**src/rtl/rmth_pkg.sv**
```systemverilog
// Package: widths, payload structs and heap control types for the running median block.
package rmth_pkg;

	localparam int SAMPLE_WIDTH = 16;
	localparam int HEAP_DEPTH   = 128;
	localparam int ADDR_W       = $clog2(HEAP_DEPTH);
	localparam int CNT_W        = $clog2(HEAP_DEPTH + 1);
	localparam int TOT_W        = CNT_W + 1;
	localparam int COUNT_W      = 8;

	localparam logic OP_INSERT = 1'b0;
	localparam logic OP_CLEAR  = 1'b1;

	typedef struct packed {
		logic                           opcode;
		logic signed [SAMPLE_WIDTH-1:0] sample;
	} item_t;

	typedef struct packed {
		logic signed [SAMPLE_WIDTH:0] median_x2;
		logic                         empty_res;
		logic                         full_drop;
		logic [COUNT_W-1:0]           count;
	} result_t;

	typedef struct packed {
		logic                           push;
		logic                           pop;
		logic                           clear;
		logic signed [SAMPLE_WIDTH-1:0] value;
	} heap_cmd_t;

	typedef struct packed {
		logic                           busy;
		logic [CNT_W-1:0]               count;
		logic signed [SAMPLE_WIDTH-1:0] top;
		logic signed [SAMPLE_WIDTH-1:0] popped;
	} heap_stat_t;

endpackage

```
**src/rtl/rmth_ram.sv**
```systemverilog
// Generic simple dual-port RAM: one write port, one registered read port.
module rmth_ram #(
	parameter int WIDTH = 16,
	parameter int DEPTH = 128
) (
	input  logic                     clk,
	input  logic                     we,
	input  logic [$clog2(DEPTH)-1:0] waddr,
	input  logic [WIDTH-1:0]         wdata,
	input  logic [$clog2(DEPTH)-1:0] raddr,
	output logic [WIDTH-1:0]         rdata
);

	logic [WIDTH-1:0] mem [DEPTH];

	always_ff @(posedge clk) begin
		if (we) begin
			mem[waddr] <= wdata;
		end
		rdata <= mem[raddr];
	end

endmodule

```
**src/rtl/rmth_heap.sv**
```systemverilog
// One binary heap in RAM with a sift-up push and a sift-down pop sequencer.
module rmth_heap (
	input  logic               clk,
	input  logic               arst_n,
	input  logic               is_max,
	input  rmth_pkg::heap_cmd_t cmd,
	output rmth_pkg::heap_stat_t stat
);
	import rmth_pkg::*;

	typedef enum logic [7:0] {
		H_IDLE   = 8'b0000_0001,
		H_UP_RD  = 8'b0000_0010,
		H_UP_CMP = 8'b0000_0100,
		H_DN_LST = 8'b0000_1000,
		H_DN_L   = 8'b0001_0000,
		H_DN_R   = 8'b0010_0000,
		H_DN_C   = 8'b0100_0000,
		H_DN_W   = 8'b1000_0000
	} hstate_t;

	hstate_t                  state_q;
	logic [CNT_W-1:0]         cnt_q;
	logic [ADDR_W-1:0]        i_q;
	logic [ADDR_W-1:0]        n_q;
	logic [ADDR_W-1:0]        bi_q;
	logic signed [SAMPLE_WIDTH-1:0] v_q, bv_q, top_q, popped_q;

	logic                     we;
	logic [ADDR_W-1:0]        waddr, raddr, parent;
	logic signed [SAMPLE_WIDTH-1:0] wdata, rdata;
	logic [ADDR_W:0]          lidx;
	logic [ADDR_W+1:0]        ridx;

	function automatic logic above(input logic signed [SAMPLE_WIDTH-1:0] a,
			input logic signed [SAMPLE_WIDTH-1:0] b, input logic mx);
		return mx ? (a > b) : (a < b);
	endfunction

	assign parent = (i_q - ADDR_W'(1)) >> 1;
	assign lidx   = {i_q, 1'b1};
	assign ridx   = {1'b0, lidx} + (ADDR_W+2)'(1);

	rmth_ram #(.WIDTH(SAMPLE_WIDTH), .DEPTH(HEAP_DEPTH)) u_ram (
		.clk   (clk),
		.we    (we),
		.waddr (waddr),
		.wdata (wdata),
		.raddr (raddr),
		.rdata (rdata)
	);

	// read address and write port
	always_comb begin
		raddr = parent;
		we    = 1'b0;
		waddr = i_q;
		wdata = v_q;
		case (state_q)
			H_IDLE: begin
				raddr = ADDR_W'(cnt_q - CNT_W'(1));
			end
			H_UP_RD: begin
				we = (i_q == '0);
			end
			H_UP_CMP: begin
				we    = 1'b1;
				wdata = above(v_q, rdata, is_max) ? rdata : v_q;
			end
			H_DN_L: begin
				raddr = lidx[ADDR_W-1:0];
				we    = (lidx >= {1'b0, n_q});
			end
			H_DN_R: begin
				raddr = ridx[ADDR_W-1:0];
			end
			H_DN_W: begin
				we    = 1'b1;
				wdata = (bi_q == i_q) ? v_q : bv_q;
			end
			default: begin
			end
		endcase
	end

	always_ff @(posedge clk or negedge arst_n) begin
		if (!arst_n) begin
			state_q <= H_IDLE;
			cnt_q   <= '0;
		end else begin
			case (state_q)
				H_IDLE: begin
					if (cmd.clear) begin
						cnt_q <= '0;
					end else if (cmd.push) begin
						cnt_q   <= cnt_q + CNT_W'(1);
						state_q <= H_UP_RD;
					end else if (cmd.pop) begin
						cnt_q   <= cnt_q - CNT_W'(1);
						state_q <= H_DN_LST;
					end
				end
				H_UP_RD: begin
					state_q <= (i_q == '0) ? H_IDLE : H_UP_CMP;
				end
				H_UP_CMP: begin
					state_q <= above(v_q, rdata, is_max) ? H_UP_RD : H_IDLE;
				end
				H_DN_LST: state_q <= H_DN_L;
				H_DN_L: begin
					state_q <= (lidx >= {1'b0, n_q}) ? H_IDLE : H_DN_R;
				end
				H_DN_R: begin
					state_q <= (ridx < {2'b0, n_q}) ? H_DN_C : H_DN_W;
				end
				H_DN_C: state_q <= H_DN_W;
				H_DN_W: begin
					state_q <= (bi_q == i_q) ? H_IDLE : H_DN_L;
				end
				default: state_q <= H_IDLE;
			endcase
		end
	end

	// datapath registers
	always_ff @(posedge clk) begin
		if (we && waddr == '0) begin
			top_q <= wdata;
		end
		case (state_q)
			H_IDLE: begin
				if (cmd.push) begin
					v_q <= cmd.value;
					i_q <= ADDR_W'(cnt_q);
				end else if (cmd.pop) begin
					popped_q <= top_q;
					n_q      <= ADDR_W'(cnt_q - CNT_W'(1));
				end
			end
			H_UP_CMP: begin
				if (above(v_q, rdata, is_max)) begin
					i_q <= parent;
				end
			end
			H_DN_LST: begin
				v_q <= rdata;
				i_q <= '0;
			end
			H_DN_R: begin
				if (above(rdata, v_q, is_max)) begin
					bv_q <= rdata;
					bi_q <= lidx[ADDR_W-1:0];
				end else begin
					bv_q <= v_q;
					bi_q <= i_q;
				end
			end
			H_DN_C: begin
				if (above(rdata, bv_q, is_max)) begin
					bv_q <= rdata;
					bi_q <= ridx[ADDR_W-1:0];
				end
			end
			H_DN_W: begin
				i_q <= bi_q;
			end
			default: begin
			end
		endcase
	end

	assign stat.busy   = (state_q != H_IDLE);
	assign stat.count  = cnt_q;
	assign stat.top    = top_q;
	assign stat.popped = popped_q;

endmodule

```
**config.mk**
```make
export PLATFORM = sky130hd
export DESIGN_NAME = rmth_heap
export DESIGN_NICKNAME = d
export VERILOG_FILES = /design/src/rtl/rmth_pkg.sv /design/src/rtl/rmth_ram.sv /design/src/rtl/rmth_heap.sv
export SDC_FILE = /design/constraint.sdc
export NUM_CORES = 2
export LEC_CHECK = 0
export BUFFER_PORTS_ARGS = -buffer_cell sky130_fd_sc_hd__buf_2
export CELL_PAD_IN_SITES_DETAIL_PLACEMENT = 1
export CELL_PAD_IN_SITES_GLOBAL_PLACEMENT = 2
export CORE_ASPECT_RATIO = 2
export CORE_MARGIN = 1
export CORE_UTILIZATION = 45
export DETAILED_ROUTE_END_ITERATION = 7
export GPL_TIMING_DRIVEN = 0
export PLACE_DENSITY_LB_ADDON = 0.1
export SLEW_MARGIN = 5
export SYNTH_ARGS = -nofsm -noshare
export SYNTH_HDL_FRONTEND = slang
export SYNTH_HIERARCHICAL = 1
export SYNTH_SLANG_ARGS = --single-unit
export TNS_END_PERCENT = 50
```
**constraint.sdc**
```tcl
create_clock -name clk -period 8.6 [get_ports clk]
set_input_delay 1.72 -clock clk [delete_from_list [all_inputs] [get_ports clk]]
set_output_delay 1.72 -clock clk [all_outputs]
set_load 0.01 [all_outputs]
```
Word-level counts from Yosys, hierarchy flattened:

Memories as Yosys holds them, arrays and structs flattened. A register that Yosys moved wholly into a read port is not among the register bits.
Cells that the tools add are included.

* register bits: 101
* memory bits (writable): 2048
* output and inout port bits: 41
* word-level logic and storage cells: 84
* memories kept: 1

Memory list
* u_ram.mem: depth 128, bits a word 16, rd ports 1, clocked after Yosys merged registers in 1, wr ports 1, RTL line rmth_ram.sv:14 `logic [WIDTH-1:0] mem [DEPTH];`

* $add $sub $neg: 4
* $lt $le $gt $ge: 8
* equality and inequality tests: 15
* multiplexer cells: 33
* bitwise gates (word level): 1
* reductions and logical operators: 13

Operators by type and width (number)
* 16-bit case mux with 2 select lines: 3
* 16-bit two-way mux: 5
* 8-bit case mux with 8 select lines: 1
* 8-bit two-way mux: 7
* 16-bit greater-than comparator: 3
* 16-bit < comparator: 3
* 7-bit two-way mux: 4
* 7-bit case mux with 4 select lines: 1
* 7-bit case mux with 3 select lines: 1
* 7-bit case mux with 2 select lines: 1
* 8-bit by 1-bit adder with 9-bit output (second input constant): 1
* 9-bit by 7-bit < comparator with 1-bit output: 1
* 8-bit by 1-bit adder with 8-bit output (second input constant): 1
* 8-bit by 1-bit equality test with 1-bit output (second input constant): 1
* 8-bit by 2-bit equality test with 1-bit output (second input constant): 1
* 8-bit by 3-bit equality test with 1-bit output (second input constant): 1
* 8-bit by 4-bit equality test with 1-bit output (second input constant): 1
* 8-bit by 5-bit equality test with 1-bit output (second input constant): 1
* 8-bit by 6-bit equality test with 1-bit output (second input constant): 1
* 8-bit by 7-bit equality test with 1-bit output (second input constant): 1
* 8-bit equality test (second input constant): 1
* 8-bit by 7-bit greater-or-equal comparator with 1-bit output: 1
* 2-bit inequality test (second input constant): 4
* 8-bit by 1-bit inequality test with 1-bit output (second input constant): 1
* 19 further kinds: 28

Depth between registers and ports, before layout:

* word-level depth: 5
* depth in mapped cells: 15
* gate-level depth less buffers: 12

Hierarchy:

Netlist, hierarchy kept.

By module, submodules not included
* rmth_ram: instances 1, cells each 3086, area each 78522.8 um2, sequential area each 61819.3 um2
* rmth_heap: instances 1, cells each 612, area each 6418.7 um2, sequential area each 2954.1 um2

Worst setup path before layout:

Ideal clock, no wire load.

* path type: input -> register
* from: input port is_max
* to: register top_q[10] (data pin)
* data arrival time: 4.223 ns
* data required time: 8.065 ns
* setup slack: 3.842 ns
* stages: 4
* path buffers: 1
* cells stage by stage: or3b_4 -> a21oi_4 -> buf_4 -> a221o_1

* longest elaborated chain between the ends: 3

RTL lines
* start: declaration: RTL line rmth_heap.sv:5 `input logic is_max,`
* 1-bit two-way mux: RTL line rmth_heap.sv:37 `return mx ? (a > b) : (a < b);`
* 16-bit two-way mux: RTL line rmth_heap.sv:68 `wdata = above(v_q, rdata, is_max) ? rdata : v_q;`
* 16-bit case mux with 2 select lines: RTL line rmth_heap.sv:59 `case (state_q)`
* named net wdata[10]: RTL line rmth_heap.sv:31 `logic signed [SAMPLE_WIDTH-1:0] wdata, rdata;`
* end signal: assignment: RTL line rmth_heap.sv:128 `top_q <= wdata;`
* end: declaration: RTL line rmth_heap.sv:27 `logic signed [SAMPLE_WIDTH-1:0] v_q, bv_q, top_q, popped_q;`

The timed path passes the listed nets, and every way through them passes these cells.
A chain may end at the register's enable or synchronous reset.

Worst setup path after layout:

* from: register state_q[3]
* to: register u_ram.rdata[5] (read register of u_ram.mem)

* longest elaborated chain between the ends: 2
* elaborated cells on any way between the ends: 4
* classes of those cells: eq/ne (3); mux (1)

RTL lines
* start: declaration: RTL line rmth_heap.sv:22 `hstate_t state_q;`
* start signal: assignment: RTL line rmth_heap.sv:104 `state_q <= (i_q == '0) ? H_IDLE : H_UP_CMP;`
* start signal: assignment: RTL line rmth_heap.sv:107 `state_q <= above(v_q, rdata, is_max) ? H_UP_RD : H_IDLE;`
* start signal: assignment: RTL line rmth_heap.sv:111 `state_q <= (lidx >= {1'b0, n_q}) ? H_IDLE : H_DN_R;`
* 8-bit by 6-bit equality test with 1-bit output (tied with other cells): RTL line rmth_heap.sv:59
* 7-bit case mux with 3 select lines (*): RTL line rmth_heap.sv:59
* named net raddr[2]: RTL line rmth_heap.sv:30 `logic [ADDR_W-1:0] waddr, raddr, parent;`
* end: declaration: RTL line rmth_ram.sv:11 `output logic [WIDTH-1:0] rdata`

The timed path passes the listed nets; every way through them passes the cells marked *.

==> flow_metrics.py <==
metrics = {
    "clock_network": {
        "root_buffer": "clkbuf_16",
        "clock_latency_ns": 0.87,
        "cts_tree": "yes",
        "cts_buffer_depth": 4,
        "post_cts_resized": 0,
        "cts-buffers-inserted": 198,
        "cts_setup_buffers": 0,
        "cts.sinks": 2165,
        "ctsHoldBuffers": 0,
        "h-tree-depth": 4,
        "cts.clk_slew.worst_paths_ns": 0.07,
    },
    "final_layout": {
        "fillers": 16300,
        "regArea_sq_um": 64800,
        "area_growth_syn_to_layout_pct": 15.5,
        "multi_input_area_sq_um": 19700,
        "nets": 4195,
        "final_cells": 6851,
        "drive_gt1_share_pct": 33.8,
        "final_core_utilization_pct": 52.2,
    },
    "timing": {
        "final-max-slew-violation-count": 0,
        "period_minus_slack_ns": 7.84,
        "layout_worst_path_cycle_share_pct": 91.1,
        "hold_viol_final": 0,
        "worst_slew_pin_slew_ns": 1.47,
        "fin_tns_setup_ns": 0,
        "finalClockSkew_ns": 0.0747,
        "slew_headroom_pct": 2.01,
        "rsz0062_at_grt": "no",
        "fmax_mhz": 128,
        "setup_viol_count_final": 0,
    },
    "route": {
        "postRouteAntennaNets": 0,
        "via_count": 40700,
        "drt-wirelength-per-cell_um": 37.3,
        "routed_wl_um": 256000,
        "first_pass_iters": 5,
        "drt_iter0_markers": 3885,
        "post_drt_via_cell_ratio": 5.94,
        "drcViolationCount": 0,
    },
    "place": {
        "gp_congestion": 0.873,
        "dpl.cell_count": 6421,
        "io_buffers": 62,
        "hpwl_um": 184000,
    },
    "worst_hold_path": {
        "hold_path_class": "reg2reg",
    },
    "yosys": {
        "async_reset_ff_share_pct": 0.739,
        "ys.flop_type": "edfxtp_1",
        "ys_seq_area_share_pct": 76.3,
        "synthDistinctLibCells": 76,
        "syn_area_sq_um": 84900,
        "synth_top_area_share_pct": 75.4,
        "yosys_register_bits": 2165,
        "avgSynthCellArea_sq_um": 23.0,
        "synthTopCellsByCount": "edfxtp_1, mux4_2, nor2_1",
        "yosysMostFrequentCell": "edfxtp_1",
        "syn_nets": 3769,
        "synth_top_area_cell": "edfxtp_1",
        "synth_area_leaders": "edfxtp_1, mux4_2, ha_1",
        "yosysWarnings": 6,
        "synth-edff-count": 2133,
        "synthCells": 3698,
    },
    "global_routing": {
        "antenna_found_initial": 27,
        "grt_max_degree": 80,
        "grt_remaining_overflow": 0,
        "grt_util_all_layers_pct": 27.3,
        "grt_pass1_vias": 43600,
        "grt_pass1_wl_um": 351000,
    },
    "worst_setup_path": {
        "crit_family": "buffers and inverters",
        "cpMostUsedCell": "clkbuf_1",
        "cp_max_fo": 10,
        "slowest_delay_ns": 1.09,
        "cp.arrival_ns": 8.55,
        "path_buf_inv": 5,
        "path_class": "reg2reg",
        "worstSetupEndpointType": "flop",
        "reg2reg_slack_ns": 0.76,
        "cp_slowest_cell": "clkbuf_1",
        "cp-start-kind": "flop",
        "worstPathRequired_ns": 9.31,
        "crit_path_cell_trace": "or4_1, nor2_1, and3_1, clkbuf_1, clkbuf_1, nand2_1, a31oi_1, clkbuf_1, clkbuf_1, clkbuf_1, mux4_2, mux4_2, mux4_2, mux2_2",
    },
    "floorplan": {
        "fp-row-count": 225,
        "coreArea_sq_um": 188000,
        "start_util_pct": 45.2,
        "die_h_um": 616,
        "die-area_sq_um": 191000,
        "die_w_um": 309,
        "ios": 63,
    },
    "run_status": {
        "status": "finished, final reports clean",
    },
    "flow_run": {
        "maxCapViolations": 0,
    },
}
[per-stage QoR]
stage / instance area (sq um) / hold WS [ns] / worst slack (ns)
global route: 98100 / 0.461 / 0.678
finish: 98100 / 0.447 / 0.762
global placement: 88400 / 0.426 / 0.190
floorplan: 84900 / 0.499 / 3.84
CTS: 97900 / 0.449 / 0.690
detailed placement: 91700 / 0.433 / 0.704
[layout by cell type (no fill, tap or decap), types with 11 or more instances in the layout]
cell / synthesis / final
dfrtp_1: 15 / 15
buf_6: 3 / 14
clkinv_2: 0 / 22
edfxtp_1: 2133 / 2133
clkbuf_1: 102 / 139
buf_2: 57 / 119
buf_16: 0 / 31
nor2_1: 155 / 34
clkbuf_2: 0 / 13
buf_8: 0 / 114
nand3_1: 24 / 24
nand2_1: 90 / 90
clkinv_1: 0 / 43
nor3_1: 21 / 12
mux2_2: 22 / 22
nor2_2: 0 / 121
xor2_1: 13 / 13
bufinv_16: 0 / 17
o21ai_0: 28 / 28
inv_1: 47 / 47
dfxtp_1: 16 / 16
a221o_4: 0 / 16
nor2b_1: 15 / 15
mux4_2: 672 / 672
ha_1: 49 / 49
buf_1: 28 / 27
a21oi_1: 17 / 17
nand4_1: 11 / 11
clkbuf_16: 0 / 203
diode_2: 0 / 78
[worst reg2reg max path, delay by kind of cell (launching register included)]
family,cells,cell delay [ns]
compound gates,1,0.22
buf+inv,5,3.71
flops,1,0.44
mux,4,2.13
simple gates,4,1.20
[registers in the layout (all words and copies together) (netlist names)]
name         flops
cnt_q            8
bi_q             7
u_ram/rdata     16
popped_q        16
u_ram/mem     2048
i_q              7
v_q             16
n_q              7
bv_q            16
top_q           16
state_q          8
[metal layers]
layer / global-route usage, % / routed length (um) / share of wire, %
met1: 28.5 / 83000 / 32
met2: 51.4 / 145000 / 57
met3: 3.29 / 10400 / 4.1
met4: 16.5 / 17500 / 6.8
met5: 0 / 40 / 0.016
[path summary, 6_finish.rpt]
| kind | start | endpoint | cells past startpoint |
|---|---|---|---|
| worst min register to register | top_q[3]$_DFFE_PP_ | popped_q[3]$_DFFE_PP_ | 0 |
| min in group asynchronous | arst_n | cnt_q[7]$_DFFE_PN0P_ | 1 |
| worst max register to register | state_q[3]$_DFFE_PN0P_ | u_ram/rdata[5]$_DFF_P_ | 14 |
| worst max-delay path | state_q[3]$_DFFE_PN0P_ | u_ram/rdata[5]$_DFF_P_ | 14 |
| worst min-delay path | top_q[3]$_DFFE_PP_ | popped_q[3]$_DFFE_PP_ | 0 |
| max in group asynchronous | arst_n | state_q[0]$_DFFE_PN1P_ | 1 |
[cell families (layout without fill, tap and decap cells)]
kind of cell,Yosys count,count (layout),synth area share [%]
AND/OR/NAND/NOR,387,387,2.19
XOR/XNOR,23,23,0.237
adder cells (fa/ha/maj),49,49,0.722
AO/OA/AOI/OAI,126,126,1.08
flip-flops,2165,2165,76.3
other,0,78,0
buffers and inverters,240,818,1.18
multiplexers,708,708,18.3
[area by class of cell]
class | instances | share of cell area [%]
sequential | 2165 | 66.0
multi-input combinational | 1293 | 20.1
clock buffer | 253 | 5.38
tap | 2497 | 3.18
timing repair buffer | 226 | 3.17
clock inverter | 99 | 0.939
buffer | 192 | 0.854
antenna | 78 | 0.199
inverter | 48 | 0.184
Power is not shown: default switching activity piles up to over one toggle a cycle in this logic, so the estimate is an artifact.
